### config.mk
export PLATFORM = sky130hd
export DESIGN_NAME = capacitive_pad_baseline_filter_top_flat
export DESIGN_NICKNAME = d
export VERILOG_FILES = /design/src/hw/rtl/cpbf_pkg.sv /design/src/hw/rtl/cpbf_channels.sv /design/src/hw/rtl/cpbf_blend_unit.sv /design/src/hw/rtl/cpbf_pad_store.sv /design/src/hw/rtl/capacitive_pad_baseline_filter_top.sv /design/src/flat_wrapper.sv
export VERILOG_INCLUDE_DIRS = /design/src /design/src/hw/rtl
export SDC_FILE = /design/constraint.sdc
export NUM_CORES = 1
export LEC_CHECK = 0
export BUFFER_PORTS_ARGS = -buffer_cell sky130_fd_sc_hd__buf_4
export CAP_MARGIN = 20
export CORE_ASPECT_RATIO = 1.75
export CORE_MARGIN = 2
export CORE_UTILIZATION = 45
export CTS_CLUSTER_DIAMETER = 200
export DETAILED_ROUTE_END_ITERATION = 16
export PLACE_DENSITY = 0.66
export SLEW_MARGIN = 20
export SYNTH_ARGS = -nofsm -noshare
export SYNTH_HDL_FRONTEND = slang
export SYNTH_SLANG_ARGS = --single-unit
### constraint.sdc
create_clock -name clk -period 7 [get_ports clk]
set_input_delay 0.35 -clock clk [delete_from_list [all_inputs] [get_ports clk]]
set_output_delay 0.35 -clock clk [all_outputs]
set_load 0.03 [all_outputs]
### src/hw/rtl/capacitive_pad_baseline_filter_top_assert.svh
// ----------------------------------------------------------------------------
// Assertion macros for the pad baseline filter
// Shared concurrent-assertion forms, clocked on clk, disabled while arst_n low.
// ----------------------------------------------------------------------------
`ifndef CAPACITIVE_PAD_BASELINE_FILTER_TOP_ASSERT_SVH
`define CAPACITIVE_PAD_BASELINE_FILTER_TOP_ASSERT_SVH

// same-cycle implication
`define CPBF_ASSERT_IMP(lbl, ante, cons, msg) \
	lbl: assert property (@(posedge clk) disable iff (!arst_n) (ante) |-> (cons)) \
		else $error(msg);

// next-cycle implication
`define CPBF_ASSERT_NXT(lbl, ante, cons, msg) \
	lbl: assert property (@(posedge clk) disable iff (!arst_n) (ante) |=> (cons)) \
		else $error(msg);

`endif

### src/hw/rtl/cpbf_pkg.sv
// ----------------------------------------------------------------------------
// cpbf_pkg
// Widths, register codes and shared types of the pad baseline filter.
// ----------------------------------------------------------------------------
package cpbf_pkg;

	localparam int READ_W     = 16;
	localparam int AVG_W      = 16;
	localparam int MUL_W      = 10;
	localparam int DIV_W      = 11;
	localparam int NUM_W      = 26;              // reading + avg*mul < 2^26
	localparam int DIV_STEPS  = NUM_W / 2;       // two quotient bits per step
	localparam int STEP_W     = $clog2(DIV_STEPS);
	localparam int TOUCH_W    = 17;
	localparam int CNT_W      = 32;
	localparam int PAD_W      = 2;
	localparam int CFG_IDX_W  = 8;
	localparam int CFG_DATA_W = 11;

	localparam int PAD_COUNT_DEF = 4;

	localparam logic [AVG_W-1:0]          AVG_MAX     = 16'hFFFF;
	localparam logic signed [TOUCH_W-1:0] TOUCH_FLOOR = -17'sd65000;

	localparam logic [MUL_W-1:0] SHORT_MUL_RST = 10'd3;
	localparam logic [DIV_W-1:0] SHORT_DIV_RST = 11'd4;
	localparam logic [MUL_W-1:0] DEEP_MUL_RST  = 10'd63;
	localparam logic [DIV_W-1:0] DEEP_DIV_RST  = 11'd64;

	localparam logic ACT_SEED   = 1'b0;
	localparam logic ACT_UPDATE = 1'b1;

	typedef enum logic [CFG_IDX_W-1:0] {
		REG_SHORT_MUL = 8'd0,
		REG_SHORT_DIV = 8'd1,
		REG_DEEP_MUL  = 8'd2,
		REG_DEEP_DIV  = 8'd3
	} cfg_reg_t;

	typedef struct packed {
		logic              start;
		logic [READ_W-1:0] reading;
		logic [AVG_W-1:0]  old;
		logic [MUL_W-1:0]  mul;
		logic [DIV_W-1:0]  div;
	} blend_req_t;

	typedef struct packed {
		logic             done;
		logic [AVG_W-1:0] result;
	} blend_rsp_t;

endpackage

### src/hw/rtl/cpbf_channels.sv
// ----------------------------------------------------------------------------
// cpbf channels
// Valid/ready channel interfaces: scan input, result output, register write.
// ----------------------------------------------------------------------------
interface cpbf_in_if;
	import cpbf_pkg::*;
	logic              valid;
	logic              ready;
	logic              action;
	logic [READ_W-1:0] reading;

	modport source (output valid, output action, output reading, input ready);
	modport sink   (input valid, input action, input reading, output ready);
endinterface

interface cpbf_out_if;
	import cpbf_pkg::*;
	logic                      valid;
	logic                      ready;
	logic [PAD_W-1:0]          pad_index;
	logic [AVG_W-1:0]          short_average;
	logic [AVG_W-1:0]          deep_average;
	logic signed [TOUCH_W-1:0] touch_value;
	logic [CNT_W-1:0]          scan_total;

	modport source (output valid, output pad_index, output short_average,
		output deep_average, output touch_value, output scan_total, input ready);
	modport sink   (input valid, input pad_index, input short_average,
		input deep_average, input touch_value, input scan_total, output ready);
endinterface

interface cpbf_cfg_if;
	import cpbf_pkg::*;
	logic                  valid;
	logic                  ready;
	logic [CFG_IDX_W-1:0]  index;
	logic [CFG_DATA_W-1:0] data;

	modport source (output valid, output index, output data, input ready);
	modport sink   (input valid, input index, input data, output ready);
endinterface

### src/hw/rtl/cpbf_blend_unit.sv
// ----------------------------------------------------------------------------
// cpbf_blend_unit
// Shared blend unit: (reading + old*mul) / div, saturated to 16 bits.
// A multiply state, then a radix-4 restoring divide.
// ----------------------------------------------------------------------------
`include "capacitive_pad_baseline_filter_top_assert.svh"

module cpbf_blend_unit (
	input  logic                 clk,
	input  logic                 arst_n,
	input  cpbf_pkg::blend_req_t req,
	output cpbf_pkg::blend_rsp_t rsp
);
	import cpbf_pkg::*;

	typedef enum logic [2:0] {
		BU_IDLE = 3'b001,
		BU_MUL  = 3'b010,
		BU_DIV  = 3'b100
	} bu_state_t;

	bu_state_t         state_q;
	logic [STEP_W-1:0] cnt_q;
	logic              done_q;

	logic [READ_W-1:0] rd_q;
	logic [AVG_W-1:0]  old_q;
	logic [MUL_W-1:0]  mul_q;
	logic [DIV_W-1:0]  div_q;
	logic [NUM_W-1:0]  acc_q;     // numerator shifts out, quotient shifts in
	logic [DIV_W-1:0]  rem_q;
	logic [AVG_W-1:0]  result_q;

	logic [AVG_W+MUL_W-1:0] prod;
	logic [DIV_W:0]         t1, t2, r1, r2;
	logic                   ge1, ge2;
	logic [NUM_W-1:0]       acc_nxt;
	logic                   last_step;

	assign prod = old_q * mul_q;

	always_comb begin
		t1      = {rem_q, acc_q[NUM_W-1]};
		ge1     = t1 >= {1'b0, div_q};
		r1      = ge1 ? (t1 - {1'b0, div_q}) : t1;
		t2      = {r1[DIV_W-1:0], acc_q[NUM_W-2]};
		ge2     = t2 >= {1'b0, div_q};
		r2      = ge2 ? (t2 - {1'b0, div_q}) : t2;
		acc_nxt = {acc_q[NUM_W-3:0], ge1, ge2};
	end

	assign last_step = (cnt_q == STEP_W'(DIV_STEPS - 1));

	always_ff @(posedge clk or negedge arst_n) begin
		if (!arst_n) begin
			state_q <= BU_IDLE;
			cnt_q   <= '0;
			done_q  <= 1'b0;
		end else begin
			done_q <= (state_q == BU_DIV) && last_step;
			case (state_q)
				BU_IDLE: begin
					if (req.start) begin
						state_q <= BU_MUL;
					end
				end
				BU_MUL: begin
					cnt_q   <= '0;
					state_q <= BU_DIV;
				end
				BU_DIV: begin
					cnt_q <= cnt_q + 1'b1;
					if (last_step) begin
						state_q <= BU_IDLE;
					end
				end
				default: state_q <= BU_IDLE;
			endcase
		end
	end

	always_ff @(posedge clk) begin
		if (state_q == BU_IDLE && req.start) begin
			rd_q  <= req.reading;
			old_q <= req.old;
			mul_q <= req.mul;
			div_q <= (req.div == '0) ? DIV_W'(1) : req.div;  // zero divisor acts as one
		end
		if (state_q == BU_MUL) begin
			acc_q <= NUM_W'(rd_q) + NUM_W'(prod);
			rem_q <= '0;
		end
		if (state_q == BU_DIV) begin
			acc_q <= acc_nxt;
			rem_q <= r2[DIV_W-1:0];
			if (last_step) begin
				result_q <= (|acc_nxt[NUM_W-1:AVG_W]) ? AVG_MAX : acc_nxt[AVG_W-1:0];
			end
		end
	end

	assign rsp.done   = done_q;
	assign rsp.result = result_q;

	`CPBF_ASSERT_IMP(a_start_when_idle, req.start, state_q == BU_IDLE, "blend start while busy")
	`CPBF_ASSERT_IMP(a_div_nonzero, state_q == BU_DIV, div_q != '0, "zero divisor in divide")
	`CPBF_ASSERT_IMP(a_done_after_div, done_q, $past(state_q) == BU_DIV, "done without divide")

endmodule

### src/hw/rtl/cpbf_pad_store.sv
// ----------------------------------------------------------------------------
// cpbf_pad_store
// Per-pad fast and slow averages; valid bits make unwritten pads read zero.
// ----------------------------------------------------------------------------
module cpbf_pad_store #(
	parameter int PAD_COUNT = cpbf_pkg::PAD_COUNT_DEF,
	parameter int PTR_W     = 2
) (
	input  logic                       clk,
	input  logic                       arst_n,
	input  logic                       rd_en,
	input  logic [PTR_W-1:0]           rd_addr,
	output logic [cpbf_pkg::AVG_W-1:0] rd_fast,
	output logic [cpbf_pkg::AVG_W-1:0] rd_slow,
	input  logic                       wr_en,
	input  logic [PTR_W-1:0]           wr_addr,
	input  logic [cpbf_pkg::AVG_W-1:0] wr_fast,
	input  logic [cpbf_pkg::AVG_W-1:0] wr_slow
);
	import cpbf_pkg::*;

	logic [2*AVG_W-1:0]   mem [PAD_COUNT];
	logic [PAD_COUNT-1:0] vld_q;
	logic [2*AVG_W-1:0]   rd_q;
	logic                 rd_vld_q;

	always_ff @(posedge clk) begin
		if (wr_en) begin
			mem[wr_addr] <= {wr_fast, wr_slow};
		end
		if (rd_en) begin
			rd_q <= mem[rd_addr];
		end
	end

	always_ff @(posedge clk or negedge arst_n) begin
		if (!arst_n) begin
			vld_q    <= '0;
			rd_vld_q <= 1'b0;
		end else begin
			if (wr_en) begin
				vld_q[wr_addr] <= 1'b1;
			end
			if (rd_en) begin
				rd_vld_q <= vld_q[rd_addr];
			end
		end
	end

	assign rd_fast = rd_vld_q ? rd_q[2*AVG_W-1:AVG_W] : '0;
	assign rd_slow = rd_vld_q ? rd_q[AVG_W-1:0]       : '0;

endmodule

### src/hw/rtl/capacitive_pad_baseline_filter_top.sv
// ----------------------------------------------------------------------------
// capacitive_pad_baseline_filter_top
// Dual running-average baseline filter for round-robin capacitive pads.
// ----------------------------------------------------------------------------
// samples : one transaction per completed pad scan (action, reading); pads are
//           served in turn, pad 0 first. action 0 seeds both averages, 1 blends.
// results : one transaction per sample - pad index, new fast and slow averages,
//           touch value (fast - slow, floored at -65000), blend count so far.
// cfg     : register writes (0 short mul, 1 short div, 2 deep mul, 3 deep div),
//           always ready; other indexes dropped. Write only with nothing in flight.
// Sequence: a seed goes from READ straight to write-back; a blend runs the
//  shared blend unit twice, fast then slow (each run: launch, multiply,
//  13 radix-4 divide steps, done). samples.ready is high only while the
//  sequencer is idle, so a new sample waits until the last is written back.
// Reset: all averages read zero, pointer and count clear, gains take defaults.
// Stall: results holds its transaction; the next sample may still be taken but
//  its result waits in write-back, which adds the stall to its latency.
// ----------------------------------------------------------------------------
`include "capacitive_pad_baseline_filter_top_assert.svh"

module capacitive_pad_baseline_filter_top #(
	parameter int PAD_COUNT = cpbf_pkg::PAD_COUNT_DEF
) (
	input logic        clk,
	input logic        arst_n,
	cpbf_in_if.sink    samples,
	cpbf_out_if.source results,
	cpbf_cfg_if.sink   cfg
);
	import cpbf_pkg::*;

	localparam int PTR_W = (PAD_COUNT > 1) ? $clog2(PAD_COUNT) : 1;

	typedef enum logic [4:0] {
		ST_IDLE = 5'b00001,
		ST_READ = 5'b00010,   // store data valid; seed, or launch fast blend
		ST_FAST = 5'b00100,   // fast blend running
		ST_SLOW = 5'b01000,   // slow blend running
		ST_WB   = 5'b10000    // write back, load result register
	} seq_state_t;

	// gain registers
	logic [MUL_W-1:0] short_mul_q, deep_mul_q;
	logic [DIV_W-1:0] short_div_q, deep_div_q;

	seq_state_t        state_q;
	logic [PTR_W-1:0]  ptr_q;
	logic [CNT_W-1:0]  scan_q;
	logic              act_q;
	logic [READ_W-1:0] reading_q;
	logic [AVG_W-1:0]  fast_q, slow_q;

	// result register
	logic                      out_valid_q;
	logic [PAD_W-1:0]          out_pad_q;
	logic [AVG_W-1:0]          out_fast_q, out_slow_q;
	logic signed [TOUCH_W-1:0] out_touch_q;
	logic [CNT_W-1:0]          out_scan_q;

	logic                      in_acc, out_free, wb_fire;
	logic [AVG_W-1:0]          st_fast, st_slow;
	logic [PTR_W-1:0]          ptr_nxt;
	logic [CNT_W-1:0]          scan_nxt;
	logic signed [TOUCH_W-1:0] diff, touch;
	logic [PTR_W+PAD_W-1:0]    ptr_ext;
	blend_req_t                breq;
	blend_rsp_t                brsp;

	// ---------------- configuration ----------------
	assign cfg.ready = 1'b1;

	always_ff @(posedge clk or negedge arst_n) begin
		if (!arst_n) begin
			short_mul_q <= SHORT_MUL_RST;
			short_div_q <= SHORT_DIV_RST;
			deep_mul_q  <= DEEP_MUL_RST;
			deep_div_q  <= DEEP_DIV_RST;
		end else if (cfg.valid) begin
			case (cfg_reg_t'(cfg.index))
				REG_SHORT_MUL: short_mul_q <= cfg.data[MUL_W-1:0];
				REG_SHORT_DIV: short_div_q <= cfg.data[DIV_W-1:0];
				REG_DEEP_MUL:  deep_mul_q  <= cfg.data[MUL_W-1:0];
				REG_DEEP_DIV:  deep_div_q  <= cfg.data[DIV_W-1:0];
				default: ;
			endcase
		end
	end

	// ---------------- handshakes ----------------
	assign samples.ready = (state_q == ST_IDLE);
	assign in_acc        = samples.valid && samples.ready;
	assign out_free      = !out_valid_q || results.ready;
	assign wb_fire       = (state_q == ST_WB) && out_free;

	// ---------------- pad store ----------------
	cpbf_pad_store #(
		.PAD_COUNT (PAD_COUNT),
		.PTR_W     (PTR_W)
	) u_store (
		.clk     (clk),
		.arst_n  (arst_n),
		.rd_en   (in_acc),
		.rd_addr (ptr_q),
		.rd_fast (st_fast),
		.rd_slow (st_slow),
		.wr_en   (wb_fire),
		.wr_addr (ptr_q),
		.wr_fast (fast_q),
		.wr_slow (slow_q)
	);

	// ---------------- shared blend unit ----------------
	// fast blend launched from READ, slow blend as soon as the fast one ends
	always_comb begin
		breq.start   = ((state_q == ST_READ) && (act_q == ACT_UPDATE)) ||
			((state_q == ST_FAST) && brsp.done);
		breq.reading = reading_q;
		breq.old     = (state_q == ST_FAST) ? st_slow : st_fast;
		breq.mul     = (state_q == ST_FAST) ? deep_mul_q : short_mul_q;
		breq.div     = (state_q == ST_FAST) ? deep_div_q : short_div_q;
	end

	cpbf_blend_unit u_blend (
		.clk    (clk),
		.arst_n (arst_n),
		.req    (breq),
		.rsp    (brsp)
	);

	// ---------------- result shaping ----------------
	assign ptr_nxt  = (ptr_q == PTR_W'(PAD_COUNT - 1)) ? '0 : ptr_q + 1'b1;
	assign scan_nxt = (act_q == ACT_UPDATE) ? scan_q + 1'b1 : scan_q;
	assign diff     = $signed({1'b0, fast_q}) - $signed({1'b0, slow_q});
	assign touch    = (diff < TOUCH_FLOOR) ? TOUCH_FLOOR : diff;
	assign ptr_ext  = {{PAD_W{1'b0}}, ptr_q};

	// ---------------- sequencer ----------------
	always_ff @(posedge clk or negedge arst_n) begin
		if (!arst_n) begin
			state_q     <= ST_IDLE;
			ptr_q       <= '0;
			scan_q      <= '0;
			out_valid_q <= 1'b0;
		end else begin
			if (results.valid && results.ready && !wb_fire) begin
				out_valid_q <= 1'b0;
			end
			case (state_q)
				ST_IDLE: begin
					if (in_acc) begin
						state_q <= ST_READ;
					end
				end
				ST_READ: begin
					state_q <= (act_q == ACT_UPDATE) ? ST_FAST : ST_WB;
				end
				ST_FAST: begin
					if (brsp.done) begin
						state_q <= ST_SLOW;
					end
				end
				ST_SLOW: begin
					if (brsp.done) begin
						state_q <= ST_WB;
					end
				end
				ST_WB: begin
					if (out_free) begin
						ptr_q       <= ptr_nxt;
						scan_q      <= scan_nxt;
						out_valid_q <= 1'b1;
						state_q     <= ST_IDLE;
					end
				end
				default: state_q <= ST_IDLE;
			endcase
		end
	end

	always_ff @(posedge clk) begin
		if (in_acc) begin
			act_q     <= samples.action;
			reading_q <= samples.reading;
		end
		if (state_q == ST_READ && act_q == ACT_SEED) begin
			fast_q <= reading_q;
			slow_q <= reading_q;
		end
		if (state_q == ST_FAST && brsp.done) begin
			fast_q <= brsp.result;
		end
		if (state_q == ST_SLOW && brsp.done) begin
			slow_q <= brsp.result;
		end
		if (wb_fire) begin
			out_pad_q   <= ptr_ext[PAD_W-1:0];
			out_fast_q  <= fast_q;
			out_slow_q  <= slow_q;
			out_touch_q <= touch;
			out_scan_q  <= scan_nxt;
		end
	end

	assign results.valid         = out_valid_q;
	assign results.pad_index     = out_pad_q;
	assign results.short_average = out_fast_q;
	assign results.deep_average  = out_slow_q;
	assign results.touch_value   = out_touch_q;
	assign results.scan_total    = out_scan_q;

	`CPBF_ASSERT_NXT(a_accept_to_read, in_acc, state_q == ST_READ, "accepted sample not read")
	`CPBF_ASSERT_NXT(a_wb_waits, (state_q == ST_WB) && !out_free, (state_q == ST_WB) && $stable(ptr_q), "write-back left while result stalled")
	`CPBF_ASSERT_NXT(a_seed_keeps_count, wb_fire && (act_q == ACT_SEED), scan_q == $past(scan_q), "seed changed the scan count")

endmodule
### src/flat_wrapper.sv
// flat-port wrapper written by rule: the top's interface ports become plain ports
module capacitive_pad_baseline_filter_top_flat import cpbf_pkg::*;
#(
	parameter int PAD_COUNT = cpbf_pkg::PAD_COUNT_DEF
)
  (clk, arst_n, samples_valid, samples_action, samples_reading, samples_ready, results_valid, results_pad_index, results_short_average, results_deep_average, results_touch_value, results_scan_total, results_ready, cfg_valid, cfg_index, cfg_data, cfg_ready);
  cpbf_in_if samples_i ();
  cpbf_out_if results_i ();
  cpbf_cfg_if cfg_i ();
  input logic clk;
  input logic arst_n;
  input wire logic [$bits(samples_i.valid)-1:0] samples_valid;
  input wire logic [$bits(samples_i.action)-1:0] samples_action;
  input wire logic [$bits(samples_i.reading)-1:0] samples_reading;
  output wire logic [$bits(samples_i.ready)-1:0] samples_ready;
  output wire logic [$bits(results_i.valid)-1:0] results_valid;
  output wire logic [$bits(results_i.pad_index)-1:0] results_pad_index;
  output wire logic [$bits(results_i.short_average)-1:0] results_short_average;
  output wire logic [$bits(results_i.deep_average)-1:0] results_deep_average;
  output wire logic [$bits(results_i.touch_value)-1:0] results_touch_value;
  output wire logic [$bits(results_i.scan_total)-1:0] results_scan_total;
  input wire logic [$bits(results_i.ready)-1:0] results_ready;
  input wire logic [$bits(cfg_i.valid)-1:0] cfg_valid;
  input wire logic [$bits(cfg_i.index)-1:0] cfg_index;
  input wire logic [$bits(cfg_i.data)-1:0] cfg_data;
  output wire logic [$bits(cfg_i.ready)-1:0] cfg_ready;
  assign samples_i.valid = samples_valid;
  assign samples_i.action = samples_action;
  assign samples_i.reading = samples_reading;
  assign samples_ready = samples_i.ready;
  assign results_valid = results_i.valid;
  assign results_pad_index = results_i.pad_index;
  assign results_short_average = results_i.short_average;
  assign results_deep_average = results_i.deep_average;
  assign results_touch_value = results_i.touch_value;
  assign results_scan_total = results_i.scan_total;
  assign results_i.ready = results_ready;
  assign cfg_i.valid = cfg_valid;
  assign cfg_i.index = cfg_index;
  assign cfg_i.data = cfg_data;
  assign cfg_ready = cfg_i.ready;
  capacitive_pad_baseline_filter_top #(.PAD_COUNT(PAD_COUNT)) u_core (.clk(clk), .arst_n(arst_n), .samples(samples_i), .results(results_i), .cfg(cfg_i));
endmodule
== Word level (Yosys, flattened, before mapping) ==
Memories as Yosys holds them, arrays and structs flattened. A register that Yosys moved wholly into a read port is not among the register bits.
Cells that the tools add are included.
Word-level totals
  register bits after elaboration: 333
  memory bits (writable): 128
  input port bits: 41
  output and inout port bits: 86
  memories kept: 1
Memories
  u_core.u_store.mem: words 4, bits a word 32, rd ports 1, clocked after memory_dff 1, write ports 1, RTL line cpbf_pad_store.sv:22  | logic [2*AVG_W-1:0] mem [PAD_COUNT];
Operators by class
  add/sub/neg operators: 7
  $mul: 1
  $lt $le $gt $ge: 5
  eq/ne operators: 19
  mux-type cells: 35
  bitwise logic cells: 2
  reductions and logical operators: 29
Operators by type and width (number)
  two-way mux 16 bit: 6
  two-way mux 11 bit: 5
  two-way mux 26 bit: 2
  adder 32 x 1 -> 32 bit (second input constant): 1
  two-way mux 32 bit: 1
  adder 16 x 26 -> 26 bit: 1
  multiplier 16 x 10 -> 26 bit: 1
  two-way mux 5 bit: 5
  case mux 5 bit (5 select lines): 1
  greater-or-equal comparator 12 x 11 -> 1 bit: 2
  subtractor 11 bit: 2
  < comparator 17 bit (second input constant): 1
  subtractor 16 x 16 -> 17 bit: 1
  == test 8 x 2 -> 1 bit (second input constant): 2
  AND reduction 2 bit: 7
  logical AND 1 bit: 11
  zero test 11 bit: 1
  two-way mux 10 bit: 1
  inequality test 2 bit (second input constant): 5
  OR reduction 10 bit: 1
  case mux 3 bit (3 select lines): 1
  == test 8 x 1 -> 1 bit (second input constant): 1
  zero test 8 bit: 1
  case mux 4 bit (2 select lines): 1
  other kinds (26): 37

== Longest topological paths before layout ==
  word-level depth: 8
  gate-level depth with buffers: 22
  gate-level depth less buffers: 20

== Cells and area by module ==
Synthesis repeated with hierarchy kept, for this count alone.
Unflattened totals
  cells, all modules: 2072
  area total of the unflattened synthesis: 26852.0 um^2
By module, submodules not included
  cpbf_blend_unit: times used 1, cells each 1107, area an instance 11015.6 um^2, seq. area each 3384.5 um^2
  capacitive_pad_baseline_filter_top: times used 1, cells each 710, area an instance 9775.6 um^2, seq. area each 6029.5 um^2
  cpbf_pad_store: times used 1, cells each 255, area an instance 6060.8 um^2, seq. area each 4929.7 um^2

== Worst setup path after synthesis ==
OpenSTA, ideal clock, no wires.
  path kind: reg-to-reg
  start: register u_core.u_blend.mul_q[3]
  end: register u_core.u_blend.acc_q[23] (data pin)
  arrival: 5.166 ns
  required time: 6.730 ns
  setup slack: 1.564 ns
  cell stages (with the launch flop): 22
  cells stage by stage: edfxtp_1 > clkbuf_1 > nand2_1 > fa_1 > inv_1 > fa_1 > inv_1 > fa_1 > inv_1 > fa_1 > inv_1 > fa_1 > inv_1 > ha_1 > o21a_1 > o21ai_0 > a31oi_1 > a41oi_1 > o2bb2ai_1 > o31ai_1 > xor2_1 > o21ai_0
Between the ends
  word-level cells in the longest chain between the ends: 4
RTL lines
  start, declared: RTL line cpbf_blend_unit.sv:28  | logic [MUL_W-1:0] mul_q;
  start signal, assigned: RTL line cpbf_blend_unit.sv:86  | mul_q <= req.mul;
  multiplier 16 x 10 -> 26 bit: RTL line cpbf_blend_unit.sv:40  | assign prod = old_q * mul_q;
  adder 16 x 26 -> 26 bit: RTL line cpbf_blend_unit.sv:90  | acc_q <= NUM_W'(rd_q) + NUM_W'(prod);
  two-way mux 26 bit: RTL line cpbf_blend_unit.sv:89  | if (state_q == BU_MUL) begin
  two-way mux 26 bit: RTL line cpbf_blend_unit.sv:93  | if (state_q == BU_DIV) begin
  end signal, assigned: RTL line cpbf_blend_unit.sv:90
  end signal, assigned: RTL line cpbf_blend_unit.sv:94  | acc_q <= acc_nxt;
  end, declared: RTL line cpbf_blend_unit.sv:30  | logic [NUM_W-1:0] acc_q;
Every way passes these cells. The select of a mux whose other input is x is not followed.
A chain may end at the register's enable or synchronous reset.

== Final worst setup path ==
Ends and elaborated chain as after synthesis.

==> flow_summary_export.csv <==
group,metric,value,unit
drt,dr_wl_met3,2.27,mm
placed_design,gp_congestion,0.894,
run_status,status,"finished, final reports clean",
cells_and_area,syn_to_final_growth,13.3,%
logic_synthesis,ys_warn_count,0,
power_and_ir_drop,switching_share,37.9,%
cells_and_area,antenna_cells,0,
setup_path,critPathMaxFanout,16,
logic_synthesis,synth_seq_cells,493,
power_and_ir_drop,combPwrFrac,46.9,%
sta,maxSlewViolCount,0,
setup_path,crit_type,"register to register",
logic_synthesis,synth-edff-count,398,
clock_tree,clk-insertion-delay-late,590,ps
logic_synthesis,postSynth.asyncResetShare,19.3,%
cells_and_area,nNetsFinal,2489,
power_and_ir_drop,internal_power,0.00766,W
floorplanning,dieArea,0.0608,mm2
floorplanning,design.core.area,0.0581,mm2
setup_path,max_stage_delay,690,ps
grt,antenna_found_initial,0,
logic_synthesis,netlist_top_cells_area,"edfxtp_1 45%, fa_1 9.8%, dfrtp_1 7.9%",
setup_path,critPathSlowestCell,"edfxtp_1",
clock_tree,cts_tree,"built",
min_path,min_to,"u_core.deep_mul_q[1]",
min_path,hold_class,"primary input to register",
logic_synthesis,synth-seq-area-share,54.2,%
grt,grt_use_total,20.2,%
logic_synthesis,ys.flop_type,"edfxtp_1",
min_path,hold_start,"cfg_data[1]",
sta,tightestPinTransition,1120,ps
grt,first_global_vias,17502,
logic_synthesis,synth_top_area_share,45.2,%
grt,grt_overflow,0,
drt,drc,0,
power_and_ir_drop,p_seq_share,32.2,%
drt,ant_nets,0,
clock_tree,cts_made_buffers,43,
sta,slew_headroom,25.6,%
power_and_ir_drop,irDropWorstVdd,0.458,mV
power_and_ir_drop,clockPowerShare,21.0,%
setup_path,ff2ff_path_depth,20,
sta,finalCritPeriodShare,89.0,%
logic_synthesis,syn_area,0.0264,mm2
setup_path,crit_path_start_kind,"register",
drt,via_per_inst,5.40,
logic_synthesis,syn-mean-instance-area,12.7,um2
floorplanning,start_util,45.5,%
sta,fin_crit,6230,ps
floorplanning,rows,117,
logic_synthesis,netlist_instances,2078,
cells_and_area,layout_common_cells,"398 x edfxtp_1, 267 x nand2_1, 213 x inv_1, 146 x buf_4, 129 x fa_1",
floorplanning,die_h,325,um
drt,wl_per_cell,20.1,um
cells_and_area,final_common_cell,"edfxtp_1",
placed_design,hpwl,43.6,mm
clock_tree,clk_pin_slew,80,ps
setup_path,setup.worst_path.end_class,"register",
power_and_ir_drop,power.switching,0.00467,W
power_and_ir_drop,totalPowerFinal,0.0123,W
logic_synthesis,yosysUniqueCellTypes,74,
drt,dr_wl_met2,33.2,mm
clock_tree,hold_buffers,20,
drt,routed_wl,60.6,mm
logic_synthesis,synth_nets,2357,
clock_tree,htree_num_levels,2,
setup_path,r2r_setup_slack,770,ps
drt,first_pass_iters,5,
power_and_ir_drop,p_leak,12.3,nW
sta,timing.fmax,160,MHz
grt,grt_max_degree,61,
drt,dr.max_layer_used,"met4",
setup_path,r2r-start,"u_core.u_blend.mul_q[3]",
drt,drt_iter0_drc,1062,
sta,final-setup-viol-count,0,
job,maxCapViolations,0,
drt,wirelength_met1,22.6,mm
sta,grt_setup_unrepaired,"false",
clock_tree,cts-root-buf,"clkbuf_16",
drt,via_count,16288,
setup_path,path_cells,"nand2_1, fa_1, inv_1, fa_1, inv_1, fa_1, inv_1, fa_1, inv_1, fa_1, inv_1, ha_1, o21a_1, o21ai_0, a31oi_1, a41oi_1, o2bb2ai_1, o31ai_1, xor2_1, o21ai_0",
clock_tree,clk_path_buf_depth,3,
setup_path,worstPathArrival,6530,ps
sta,hold_viol,0,
clock_tree,post_cts_buffers,0,
clock_tree,cts_resized,0,
logic_synthesis,yosys.area.top_type,"edfxtp_1",
grt,grt_pass1_wl,96.0,mm
floorplanning,die_w,187,um
floorplanning,num_io_pins,127,
sta,tns,0,ps
setup_path,crit_required,7300,ps
placed_design,io_buffers,125,
power_and_ir_drop,power.density,412,mW/mm2
cells_and_area,drive_above_1_share,17.1,%
min_path,min_path_cells,2,
setup_path,regToRegEndpoint,"u_core.u_blend.acc_q[23]",
clock_tree,cts_sinks,493,
sta,final.setup_skew,34.0,ps
## cell families (layout without fill, tap and decap cells)
group                    Yosys count  after routing  share of synthesized area, %
AND/OR/NAND/NOR                  596            596                          10.9
buffers and inverters            293            460                          4.25
AO/OA/AOI/OAI                    230            230                          5.65
XOR/XNOR                         103            103                          3.41
other                              1              1                        0.0142
flip-flops                       493            493                          54.2
multiplexers                     124            124                          6.63
adder cells (fa/ha/maj)          238            238                          14.9
## metrics by stage
| step | worst slack, ps | utilization [%] | cells | instance area, um2 | hold slack (ps) |
|---|---|---|---|---|---|
| after floorplan | 1560 | - | 2078 | 26400 | 54.4 |
| after CTS | 809 | 51.5 | 3018 | 30000 | 18.8 |
| after global routing | 482 | 51.5 | 3018 | 30000 | 26.5 |
| after detailed placement | 873 | 48.5 | 2918 | 28200 | 396 |
| final | 769 | 51.5 | 3018 | 30000 | 45.7 |
| after global placement | 1020 | 48.5 | 2918 | 28200 | 381 |
## layer usage
metal	GRT usage, %	vias to the layer above
met5	0	-
met1	22.3	8294
met2	38.6	429
met4	9.04	0
li1	-	7438
met3	2.27	127
## power groups by stage
stage               sequential, W  clock [W]  combinational [W]
finish                    0.00397    0.00258            0.00578
global route              0.00400    0.00274            0.00653
CTS                       0.00397    0.00264            0.00585
detailed placement        0.00403          0            0.00577
global placement          0.00402          0            0.00569
floorplan                 0.00395          0            0.00434
## final cells by class
cell class | instances | area, um2
clock inverter | 35 | 457
inverter | 214 | 806
multi-input combinational | 1292 | 11000
clock buffer | 45 | 1080
sequential | 493 | 14300
fill | 5007 | 28200
tap | 773 | 967
timing repair buffer | 166 | 1300
## worst max-delay path by stage
stage | from | slack [ps] | to | cells after the start
2_1_floorplan | u_core.u_blend.mul_q[3] | 1560 | u_core.u_blend.acc_q[23] | 21
3_3_place_gp | u_core.u_blend.mul_q[3] | 1020 | u_core.u_blend.acc_q[23] | 18
3_5_place_dp | u_core.u_blend.mul_q[3] | 870 | u_core.u_blend.acc_q[23] | 20
4_1_cts | u_core.u_blend.mul_q[3] | 810 | u_core.u_blend.acc_q[23] | 20
5_1_grt | u_core.u_blend.mul_q[2] | 480 | u_core.u_blend.acc_q[23] | 20
6_report | u_core.u_blend.mul_q[3] | 770 | u_core.u_blend.acc_q[23] | 20
## Yosys cell counts, types with 5 or more instances
library cell / instances
a211oi_1: 6
a21boi_0: 18
a21o_1: 19
a21oi_1: 61
a31oi_1: 6
and2_1: 84
and3_1: 23
and4_1: 5
buf_1: 7
buf_2: 7
clkbuf_1: 61
dfrtp_1: 83
dfstp_2: 12
edfxtp_1: 398
fa_1: 129
ha_1: 109
inv_1: 213
mux2_2: 80
mux2i_1: 11
mux4_2: 33
nand2_1: 268
nand2b_1: 13
nand3_1: 25
nand4_1: 14
nor2_1: 74
nor2b_1: 13
nor3_1: 17
nor4_1: 7
o21a_1: 11
o21ai_0: 54
o21bai_1: 9
or2_2: 24
or3_1: 10
xnor2_1: 64
xor2_1: 39
## sequential cells by signal, indices dropped and copies added, names as in the netlist, 17 cells and up
| register | flops |
|---|---|
| u_core.results.scan_total | 32 |
| u_core.scan_q | 32 |
| u_core.u_store.rd_q | 32 |
| u_core.u_store.mem | 128 |
| u_core.results.touch_value | 17 |
| u_core.u_blend.acc_q | 26 |
## worst max-delay path: cells and delay by family, from the launching register on
family,cells,cell delay (ps)
flip-flops,1,690
buffers and inverters,5,290
XOR/XNOR,1,170
AO/OA/AOI/OAI,7,1650
AND/OR/NAND/NOR,1,170
adder cells (fa/ha/maj),6,2970
(Power assumes the default switching activity.)
